<file path="src/hdl/spq_pkg.sv">
// ----------------------------------------------------------------------------
// spq_pkg
// Shared types and constants of the stable priority queue.
// ----------------------------------------------------------------------------
package spq_pkg;

    localparam int SPQ_DEPTH  = 16;
    localparam int SPQ_DATA_W = 32;
    localparam int SPQ_PRIO_W = 16;

    // Request kinds carried in req_type
    typedef enum logic {
        REQ_INSERT = 1'b0,
        REQ_REMOVE = 1'b1
    } t_spq_req;

    // Result status codes
    typedef enum logic [1:0] {
        ST_DONE  = 2'd0,
        ST_EMPTY = 2'd1,
        ST_FULL  = 2'd2
    } t_spq_status;

    // Operation broadcast to every cell of the chain
    typedef struct packed {
        logic ins;
        logic rem;
    } t_spq_ctrl;

endpackage

</file>
<file path="src/hdl/spq_req_if.sv">
// ----------------------------------------------------------------------------
// spq_req_if
// Request channel of the priority queue: valid/ready with insert or remove.
// ----------------------------------------------------------------------------
interface spq_req_if #(
    parameter int DATA_WIDTH     = 32,
    parameter int PRIORITY_WIDTH = 16
);
    logic                             valid;
    logic                             ready;
    logic                             req_type;
    logic        [DATA_WIDTH-1:0]     item_data;
    logic signed [PRIORITY_WIDTH-1:0] item_priority;

    modport source (output valid, req_type, item_data, item_priority, input ready);
    modport sink   (input valid, req_type, item_data, item_priority, output ready);
endinterface

</file>
<file path="src/hdl/spq_rsp_if.sv">
// ----------------------------------------------------------------------------
// spq_rsp_if
// Result channel of the priority queue: status, head entry and fill count.
// ----------------------------------------------------------------------------
interface spq_rsp_if #(
    parameter int DATA_WIDTH     = 32,
    parameter int PRIORITY_WIDTH = 16,
    parameter int COUNT_WIDTH    = 5
);
    logic                             valid;
    logic                             ready;
    logic        [1:0]                status;
    logic                             head_valid;
    logic        [DATA_WIDTH-1:0]     head_data;
    logic signed [PRIORITY_WIDTH-1:0] head_priority;
    logic        [COUNT_WIDTH-1:0]    entry_count;

    modport source (output valid, status, head_valid, head_data, head_priority,
                    entry_count, input ready);
    modport sink   (input valid, status, head_valid, head_data, head_priority,
                    entry_count, output ready);
endinterface

</file>
<file path="src/hdl/spq_cell.sv">
// ----------------------------------------------------------------------------
// spq_cell
// One slot of the sorted chain: holds an entry, shifts towards tail on insert
// and towards head on remove.
// ----------------------------------------------------------------------------
module spq_cell #(
    parameter int IDX            = 0,
    parameter int DEPTH          = 16,
    parameter int DATA_WIDTH     = 32,
    parameter int PRIORITY_WIDTH = 16
) (
    input  logic                                        i_clk,
    input  spq_pkg::t_spq_ctrl                          i_ctrl,
    input  logic        [$clog2(DEPTH+1)-1:0]           i_count,
    input  logic        [DATA_WIDTH-1:0]                i_new_data,
    input  logic signed [PRIORITY_WIDTH-1:0]            i_new_prio,
    input  logic                                        i_prev_keep,
    input  logic        [DATA_WIDTH-1:0]                i_prev_data,
    input  logic signed [PRIORITY_WIDTH-1:0]            i_prev_prio,
    input  logic        [DATA_WIDTH-1:0]                i_next_data,
    input  logic signed [PRIORITY_WIDTH-1:0]            i_next_prio,
    output logic        [DATA_WIDTH-1:0]                o_data,
    output logic signed [PRIORITY_WIDTH-1:0]            o_prio,
    output logic                                        o_keep
);
    import spq_pkg::*;

    localparam int CNT_W = $clog2(DEPTH+1);

    logic        [DATA_WIDTH-1:0]     r_data, n_data;
    logic signed [PRIORITY_WIDTH-1:0] r_prio, n_prio;
    logic                             w_occupied;

    // slot holds a live entry when its index lies below the fill count
    assign w_occupied = (i_count > CNT_W'(IDX));
    // keep: a live entry of equal or higher priority stays ahead of the new one
    assign o_keep     = w_occupied && (r_prio >= i_new_prio);

    always_comb begin
        n_data = r_data;
        n_prio = r_prio;
        if (i_ctrl.ins) begin
            if (!o_keep) begin
                if (i_prev_keep) begin
                    n_data = i_new_data;
                    n_prio = i_new_prio;
                end else begin
                    n_data = i_prev_data;
                    n_prio = i_prev_prio;
                end
            end
        end else if (i_ctrl.rem) begin
            n_data = i_next_data;
            n_prio = i_next_prio;
        end
    end

    always_ff @(posedge i_clk) begin
        r_data <= n_data;
        r_prio <= n_prio;
    end

    assign o_data = r_data;
    assign o_prio = r_prio;

endmodule

</file>
<file path="src/hdl/stable_priority_queue.sv">
// ----------------------------------------------------------------------------
// stable_priority_queue
// Bounded priority queue kept sorted in a chain of cells, stable among equals.
// ----------------------------------------------------------------------------
// Result: registered on acceptance and presented in the next cycle.
// Throughput: one request per cycle unless stalled; every cell compares its
//   priority with the new one in the same cycle; the chain shifts in one step.
// Reset: synchronous, active low; clears the fill count and the result valid.
//   Cell contents are not cleared and are never read until written.
// ----------------------------------------------------------------------------
module stable_priority_queue #(
    parameter int DEPTH          = spq_pkg::SPQ_DEPTH,
    parameter int DATA_WIDTH     = spq_pkg::SPQ_DATA_W,
    parameter int PRIORITY_WIDTH = spq_pkg::SPQ_PRIO_W
) (
    input  logic      i_clk,
    input  logic      i_rst_n,
    spq_req_if.sink   i_req,
    spq_rsp_if.source o_rsp
);
    import spq_pkg::*;

    localparam int CNT_W = $clog2(DEPTH+1);
    localparam logic [CNT_W-1:0] FULL_COUNT = CNT_W'(DEPTH);

    // per-cell outputs, each at its own place in the chain
    logic        [DATA_WIDTH-1:0]     w_data [DEPTH];
    logic signed [PRIORITY_WIDTH-1:0] w_prio [DEPTH];
    logic                             w_keep [DEPTH];

    logic                             w_accept;
    logic                             w_is_rem;
    logic                             w_full;
    logic                             w_empty;
    t_spq_ctrl                        w_ctrl;

    logic        [CNT_W-1:0]          r_count, n_count;

    // result register
    logic                             r_rsp_valid;
    t_spq_status                      r_status, n_status;
    logic                             r_head_valid, n_head_valid;
    logic        [DATA_WIDTH-1:0]     r_head_data, n_head_data;
    logic signed [PRIORITY_WIDTH-1:0] r_head_prio, n_head_prio;
    logic        [CNT_W-1:0]          r_rsp_count;

    // take a new request whenever the result register is free or draining
    assign i_req.ready = !r_rsp_valid || o_rsp.ready;
    assign w_accept    = i_req.valid && i_req.ready;
    assign w_is_rem    = (i_req.req_type == REQ_REMOVE);
    assign w_full      = (r_count == FULL_COUNT);
    assign w_empty     = (r_count == '0);

    // drop an insert into a full queue and a remove from an empty one
    assign w_ctrl.ins = w_accept && !w_is_rem && !w_full;
    assign w_ctrl.rem = w_accept &&  w_is_rem && !w_empty;

    // ---- the chain ---------------------------------------------------------
    // Cells that keep their entry form a prefix; the first cell that does not
    // keep takes the new entry and every later cell takes its predecessor's.
    // On remove each cell takes its successor's entry.
    for (genvar g = 0; g < DEPTH; g++) begin : g_cell
        logic                             w_prev_keep;
        logic        [DATA_WIDTH-1:0]     w_prev_data;
        logic signed [PRIORITY_WIDTH-1:0] w_prev_prio;
        logic        [DATA_WIDTH-1:0]     w_next_data;
        logic signed [PRIORITY_WIDTH-1:0] w_next_prio;

        if (g == 0) begin : g_head
            assign w_prev_keep = 1'b1;
            assign w_prev_data = i_req.item_data;
            assign w_prev_prio = i_req.item_priority;
        end else begin : g_body
            assign w_prev_keep = w_keep[g-1];
            assign w_prev_data = w_data[g-1];
            assign w_prev_prio = w_prio[g-1];
        end

        if (g == DEPTH-1) begin : g_tail
            // tail slot falls out of the count on remove; hold its contents
            assign w_next_data = w_data[g];
            assign w_next_prio = w_prio[g];
        end else begin : g_inner
            assign w_next_data = w_data[g+1];
            assign w_next_prio = w_prio[g+1];
        end

        spq_cell #(
            .IDX            (g),
            .DEPTH          (DEPTH),
            .DATA_WIDTH     (DATA_WIDTH),
            .PRIORITY_WIDTH (PRIORITY_WIDTH)
        ) u_cell (
            .i_clk       (i_clk),
            .i_ctrl      (w_ctrl),
            .i_count     (r_count),
            .i_new_data  (i_req.item_data),
            .i_new_prio  (i_req.item_priority),
            .i_prev_keep (w_prev_keep),
            .i_prev_data (w_prev_data),
            .i_prev_prio (w_prev_prio),
            .i_next_data (w_next_data),
            .i_next_prio (w_next_prio),
            .o_data      (w_data[g]),
            .o_prio      (w_prio[g]),
            .o_keep      (w_keep[g])
        );
    end

    // ---- fill count and result ---------------------------------------------
    always_comb begin
        n_count = r_count;
        if (w_ctrl.ins) begin
            n_count = r_count + 1'b1;
        end else if (w_ctrl.rem) begin
            n_count = r_count - 1'b1;
        end

        n_status = ST_DONE;
        if (w_is_rem && w_empty) begin
            n_status = ST_EMPTY;
        end else if (!w_is_rem && w_full) begin
            n_status = ST_FULL;
        end

        // head after the step: mirror what cell 0 is about to load
        if (w_ctrl.rem) begin
            n_head_data = w_data[1];
            n_head_prio = w_prio[1];
        end else if (w_ctrl.ins && !w_keep[0]) begin
            n_head_data = i_req.item_data;
            n_head_prio = i_req.item_priority;
        end else begin
            n_head_data = w_data[0];
            n_head_prio = w_prio[0];
        end

        // report zeros once the queue is empty
        n_head_valid = (n_count != '0);
        if (!n_head_valid) begin
            n_head_data = '0;
            n_head_prio = '0;
        end
    end

    always_ff @(posedge i_clk) begin
        if (!i_rst_n) begin
            r_count     <= '0;
            r_rsp_valid <= 1'b0;
        end else begin
            r_count <= n_count;
            if (w_accept) begin
                r_rsp_valid <= 1'b1;
            end else if (o_rsp.ready) begin
                r_rsp_valid <= 1'b0;
            end
        end
    end

    // result payload: load on acceptance, hold while stalled
    always_ff @(posedge i_clk) begin
        if (w_accept) begin
            r_status     <= n_status;
            r_head_valid <= n_head_valid;
            r_head_data  <= n_head_data;
            r_head_prio  <= n_head_prio;
            r_rsp_count  <= n_count;
        end
    end

    assign o_rsp.valid         = r_rsp_valid;
    assign o_rsp.status        = r_status;
    assign o_rsp.head_valid    = r_head_valid;
    assign o_rsp.head_data     = r_head_data;
    assign o_rsp.head_priority = r_head_prio;
    assign o_rsp.entry_count   = r_rsp_count;

    // ---- checks -------------------------------------------------------------
`ifndef ASSERT_OFF
    a_count_bound : assert property (@(posedge i_clk) disable iff (!i_rst_n)
        r_count <= FULL_COUNT)
        else $error("fill count beyond depth");

    a_insert_grows : assert property (@(posedge i_clk) disable iff (!i_rst_n)
        w_ctrl.ins |=> (r_count == $past(r_count) + 1'b1))
        else $error("accepted insert did not grow the queue");

    a_head_matches_count : assert property (@(posedge i_clk) disable iff (!i_rst_n)
        r_rsp_valid |-> (r_head_valid == (r_rsp_count != '0)))
        else $error("head valid disagrees with entry count");

    a_full_status : assert property (@(posedge i_clk) disable iff (!i_rst_n)
        (r_rsp_valid && r_status == ST_FULL) |-> (r_rsp_count == FULL_COUNT))
        else $error("full rejection reported on a queue that is not full");
`endif

endmodule

</file>
<file path="src/flat_wrapper.sv">
// flat-port wrapper written by rule: the top's interface ports become plain ports
module stable_priority_queue_flat import spq_pkg::*;
#(
    parameter int DEPTH          = spq_pkg::SPQ_DEPTH,
    parameter int DATA_WIDTH     = spq_pkg::SPQ_DATA_W,
    parameter int PRIORITY_WIDTH = spq_pkg::SPQ_PRIO_W
)
  (i_clk, i_rst_n, i_req_valid, i_req_req_type, i_req_item_data, i_req_item_priority, i_req_ready, o_rsp_valid, o_rsp_status, o_rsp_head_valid, o_rsp_head_data, o_rsp_head_priority, o_rsp_entry_count, o_rsp_ready);
  spq_req_if #(.DATA_WIDTH(DATA_WIDTH), .PRIORITY_WIDTH(PRIORITY_WIDTH)) i_req_i ();
  spq_rsp_if #(.DATA_WIDTH(DATA_WIDTH), .PRIORITY_WIDTH(PRIORITY_WIDTH), .COUNT_WIDTH(5)) o_rsp_i ();
  input  logic i_clk;
  input  logic i_rst_n;
  input wire logic [$bits(i_req_i.valid)-1:0] i_req_valid;
  input wire logic [$bits(i_req_i.req_type)-1:0] i_req_req_type;
  input wire logic [$bits(i_req_i.item_data)-1:0] i_req_item_data;
  input wire logic [$bits(i_req_i.item_priority)-1:0] i_req_item_priority;
  output wire logic [$bits(i_req_i.ready)-1:0] i_req_ready;
  output wire logic [$bits(o_rsp_i.valid)-1:0] o_rsp_valid;
  output wire logic [$bits(o_rsp_i.status)-1:0] o_rsp_status;
  output wire logic [$bits(o_rsp_i.head_valid)-1:0] o_rsp_head_valid;
  output wire logic [$bits(o_rsp_i.head_data)-1:0] o_rsp_head_data;
  output wire logic [$bits(o_rsp_i.head_priority)-1:0] o_rsp_head_priority;
  output wire logic [$bits(o_rsp_i.entry_count)-1:0] o_rsp_entry_count;
  input wire logic [$bits(o_rsp_i.ready)-1:0] o_rsp_ready;
  assign i_req_i.valid = i_req_valid;
  assign i_req_i.req_type = i_req_req_type;
  assign i_req_i.item_data = i_req_item_data;
  assign i_req_i.item_priority = i_req_item_priority;
  assign i_req_ready = i_req_i.ready;
  assign o_rsp_valid = o_rsp_i.valid;
  assign o_rsp_status = o_rsp_i.status;
  assign o_rsp_head_valid = o_rsp_i.head_valid;
  assign o_rsp_head_data = o_rsp_i.head_data;
  assign o_rsp_head_priority = o_rsp_i.head_priority;
  assign o_rsp_entry_count = o_rsp_i.entry_count;
  assign o_rsp_i.ready = o_rsp_ready;
  stable_priority_queue #(.DEPTH(DEPTH), .DATA_WIDTH(DATA_WIDTH), .PRIORITY_WIDTH(PRIORITY_WIDTH)) u_core (.i_clk(i_clk), .i_rst_n(i_rst_n), .i_req(i_req_i), .o_rsp(o_rsp_i));
endmodule
</file>
<file path="config.mk">
export PLATFORM = sky130hd
export DESIGN_NAME = stable_priority_queue_flat
export DESIGN_NICKNAME = d
export VERILOG_FILES = /design/src/hdl/spq_pkg.sv /design/src/hdl/spq_req_if.sv /design/src/hdl/spq_rsp_if.sv /design/src/hdl/spq_cell.sv /design/src/hdl/stable_priority_queue.sv /design/src/flat_wrapper.sv
export SDC_FILE = /design/constraint.sdc
export NUM_CORES = 2
export LEC_CHECK = 0
export BUFFER_PORTS_ARGS = -buffer_cell sky130_fd_sc_hd__buf_2
export CAP_MARGIN = 20
export CELL_PAD_IN_SITES_DETAIL_PLACEMENT = 1
export CELL_PAD_IN_SITES_GLOBAL_PLACEMENT = 2
export CORE_MARGIN = 2
export CORE_UTILIZATION = 30
export DETAILED_ROUTE_END_ITERATION = 7
export PLACE_DENSITY_LB_ADDON = 0.05
export REMOVE_ABC_BUFFERS = 1
export SETUP_SLACK_MARGIN = 0.1
export SYNTH_ARGS = -nofsm -noshare
export SYNTH_HDL_FRONTEND = slang
export SYNTH_SLANG_ARGS = --single-unit
</file>
<file path="constraint.sdc">
create_clock -name i_clk -period 9.1 [get_ports i_clk]
set_input_delay 0.455 -clock i_clk [delete_from_list [all_inputs] [get_ports i_clk]]
set_output_delay 0.455 -clock i_clk [all_outputs]
set_load 0.01 [all_outputs]
</file>
==> summary.md <==
| Metric | Value |
|---|---|
| Status | completed |
| Clk root buf | clkbuf_16 |
| Switch Pwr | between 4 and 5 mW |
| Leak | 19.6 nW |
| Part of the power in registers | 0.414 |
| Warning count from the yosys run | 0 |
| CP Capture Type | flip-flop |
| Clk slew on worst S/H paths | about 0.060 ns |
| Largest net degree at the start of global routing | 140 |
| CTS sink cnt | a little over 800 |
| Final core occ | 0.340 |
| Syn_area_per_cell | 10.0 µm² |
| First-pass detailed-route iteration total | 6 |
| RSZ-0062 raised after global routing | no |
| Fill count | ~18000 |
| Clock latency at the later pin of the worst-skew pair | slightly below 0.8 ns |
| Via-to-Cell Ratio | about 6.1 |
| Clock Tree Buf Depth | 3 |
| 1st-iter DRT viols | 3659 |
| Seq/Total Area, Yosys | 0.497 |
| Post-CTS resize count | 0 |
| Layout cell share with drive strength beyond 1 | 0.103 |
| Wire per inst | roughly 34 µm |
| Synth area leader | edfxtp_1 |
| Pwr/cell area | approximately 230 mW/mm² |
| Cell internal pwr | around 8.3 mW |
| Global placement routability congestion | 0.863 |
| I/O Pins | about 110 |
| Die ar. | about 0.17 mm² |
| Type of origin of the critical path | flip-flop |
| GRT Total Usage | 0.275 |
| Site row count | between 100 and 150 |
| Hold Path Class | in2reg |
| Netlist cell types | 73 |
| DP HPWL | approximately 140 mm |
| Commonest non-fill, non-tap cell in the layout | edfxtp_1 |
| Initial Util | 0.303 |
| Final #Nets | about 5100 |
| I/O Buffers | 110 |
| Core Area | roughly 0.17 mm² |
| Critical path type | reg2reg |
| Max Fclk | ~190 MHz |
| Final Non-Filler Cells | approximately 7100 |
| Drc violations | 0 |
| Max_slew headroom | 0.221 |
| Post-DRT Antenna Nets | 0 |
| Inst Count DP | ~6900 |
| Final Cycle Share | 0.567 |
| Measured slew at the worst slew-check pin | between 1 and 1.5 ns |
| MaxCap Viol Count | 0 |
| Clock share of power | 0.333 |
| Post-Route Hold Slack | approximately 0.078 ns |
| Area Growth Syn to Fin | 12.3% |
| Synth top area cells | edfxtp_1, ha_1, o211ai_1 |
| Grt ovf | 0 |
| TNS Setup | 0 ns |
| Total routed wirelength | about 240 mm |
| Synth Instances | 4976 |
| Initial antenna violation count | 8 |
| Post-synth top area share | 0.495 |
| Via count | ~43000 |
| Max-slew violation count | 0 |
| Post-Syn Area | 0.0500 mm² |
| Post-synth ARST share | 0 |
| Vias in the first global route | around 44000 |
| Logic gate share of total power | 0.253 |
| Worst Skew | between 0.04 and 0.05 ns |
| Final setup vio count | 0 |
| CTS HTree Levels | 3 |
| Chip width | 412 µm |
| Worst Path Max Fanout | 49 |
| Fin. Hold Viols | 0 |
| CTS Buf Count | approximately 110 |
| Die H | between 400 and 500 µm |
| Worst EP required | between 9 and 10 ns |
| Top FF cell, synth | edfxtp_1 |
| First-pass GRT wire length | 338 mm |
| CTS tree | built |
| Tmin final | 5.16 ns |
| Flops & latches, synth | 830 |
| Most frequent cells in the layout | edfxtp_1, nand2_1, nor2_1, o211ai_1, o21ai_0 |
| Arrival @ worst endpoint | 5.53 ns |
| Post-synth EDFFs | between 800 and 900 |
| Maximum VDD drop | between 150 and 200 µV |
| Switch share | 0.362 |
power groups by stage:
stage | Clock [mW] | Sequential, mW | Combinational, mW
floorplan | 0 | 5.31 | 1.96
global placement | 0 | 5.43 | 3.23
detailed placement | 0 | 5.42 | 3.27
CTS | 4.39 | 5.35 | 3.28
global route | 4.51 | 5.41 | 3.50
finish | 4.30 | 5.36 | 3.28
per-layer routing:
layer | global-route usage | wire (µm)
met1 | 0.376 | 108000
met3 | 0.0323 | 9870
met4 | 0.0742 | 6650
met2 | 0.458 | 113000
met5 | 0 | 0
repair_timing:
action                    in CTS  in global routing
hold endpoints to repair       2                  0
buffers inserted               0                  0
hold buffers                   2                  0
through the flow:
step | setup WS, ns | instance area [µm²] | power (mW)
after global routing | 3.80 | 56100 | 13.4
after CTS | 3.91 | 56100 | 13.0
final | 3.94 | 56100 | 12.9
after global placement | 3.47 | 52600 | 8.66
after floorplan | -19.37 | 47900 | 7.27
after detailed placement | 3.40 | 52700 | 8.69
synthesized netlist by cell type (4+ instances only):
| cell | number |
|---|---|
| o21ai_0 | 275 |
| o21ai_1 | 6 |
| inv_1 | 48 |
| nand4_1 | 146 |
| mux2_2 | 51 |
| nor2b_1 | 19 |
| a21oi_1 | 225 |
| nand2_1 | 758 |
| o221ai_1 | 7 |
| buf_1 | 42 |
| o21a_1 | 8 |
| a31oi_1 | 245 |
| nor2_1 | 430 |
| and4_1 | 14 |
| mux2i_1 | 102 |
| buf_2 | 89 |
| buf_6 | 4 |
| a211oi_1 | 5 |
| a221o_1 | 145 |
| and2_1 | 11 |
| nand2b_1 | 8 |
| dfxtp_1 | 6 |
| nor3_1 | 8 |
| o31ai_1 | 101 |
| or2_2 | 8 |
| ha_1 | 261 |
| o2111a_1 | 48 |
| or3_1 | 48 |
| and3_1 | 42 |
| o211ai_2 | 11 |
| nor4_1 | 7 |
| clkbuf_1 | 366 |
| a21o_1 | 60 |
| edfxtp_1 | 824 |
| o211ai_1 | 427 |
| buf_4 | 13 |
| nand3_1 | 53 |
cell type report:
class	instances	area, µm²	share of cell area
Sequential cell	830	24900	0.443
Timing Repair Buffer	230	1560	0.0278
Tap cell	2189	2740	0.0488
Multi-Input combinational cell	3581	23400	0.416
Inverter	49	190	0.00339
Clock buffer	138	2860	0.0509
Antenna cell	1	2.50	0.0000446
Clock inverter	65	557	0.00992
worst max-delay path, stage by stage, from the launching register on:
cell and delay (ns):
edfxtp_1 0.51, ha_1 0.37, a21oi_1 0.29, a21oi_1 0.13, o31a_1 0.36, o221ai_4 0.17, buf_4 0.82, and2_4 1.03
a21o_4 0.99
kinds of logic (layout without fill, tap and decap cells):
logic type,count (synthesis),after routing,share of synthesized area
AO/OA/AOI/OAI,1604,1604,0.223
multiplexers,153,153,0.0319
adder cells (fa/ha/maj),261,261,0.0653
buffers and inverters,565,482,0.0463
flip-flops,830,830,0.497
XOR/XNOR,4,4,0.000701
other,0,1,0
AND/OR/NAND/NOR,1559,1559,0.135
state kept, by name (all words and copies together), names as in the netlist:
signal                       count
u_core.g_cell.u_cell.o_data    512
u_core.g_cell.u_cell.o_prio    256
u_core.o_rsp.head_data          32
u_core.o_rsp.head_priority      16
u_core.o_rsp.entry_count         5
u_core.r_count                   5
u_core.o_rsp.status              2
u_core.o_rsp.head_valid          1
u_core.o_rsp.valid               1
worst paths after layout:
| path | from | endpoint | slack (ns) | cells past startpoint |
|---|---|---|---|---|
| max | u_core.g_cell[1].u_cell.o_prio[3]$_DFFE_PP_ | u_core.g_cell[1].u_cell.o_data[8]$_DFFE_PP_ | 3.94 | 8 |
| min | o_rsp_ready | u_core.o_rsp.valid$_SDFFE_PN0P_ | 0.08 | 3 |
| max reg2reg | u_core.g_cell[1].u_cell.o_prio[3]$_DFFE_PP_ | u_core.g_cell[1].u_cell.o_data[8]$_DFFE_PP_ | 3.94 | 8 |
| min reg2reg | u_core.o_rsp.valid$_SDFFE_PN0P_ | u_core.o_rsp.valid$_SDFFE_PN0P_ | 0.55 | 2 |
Note: power is estimated with default switching activity, not from simulation.
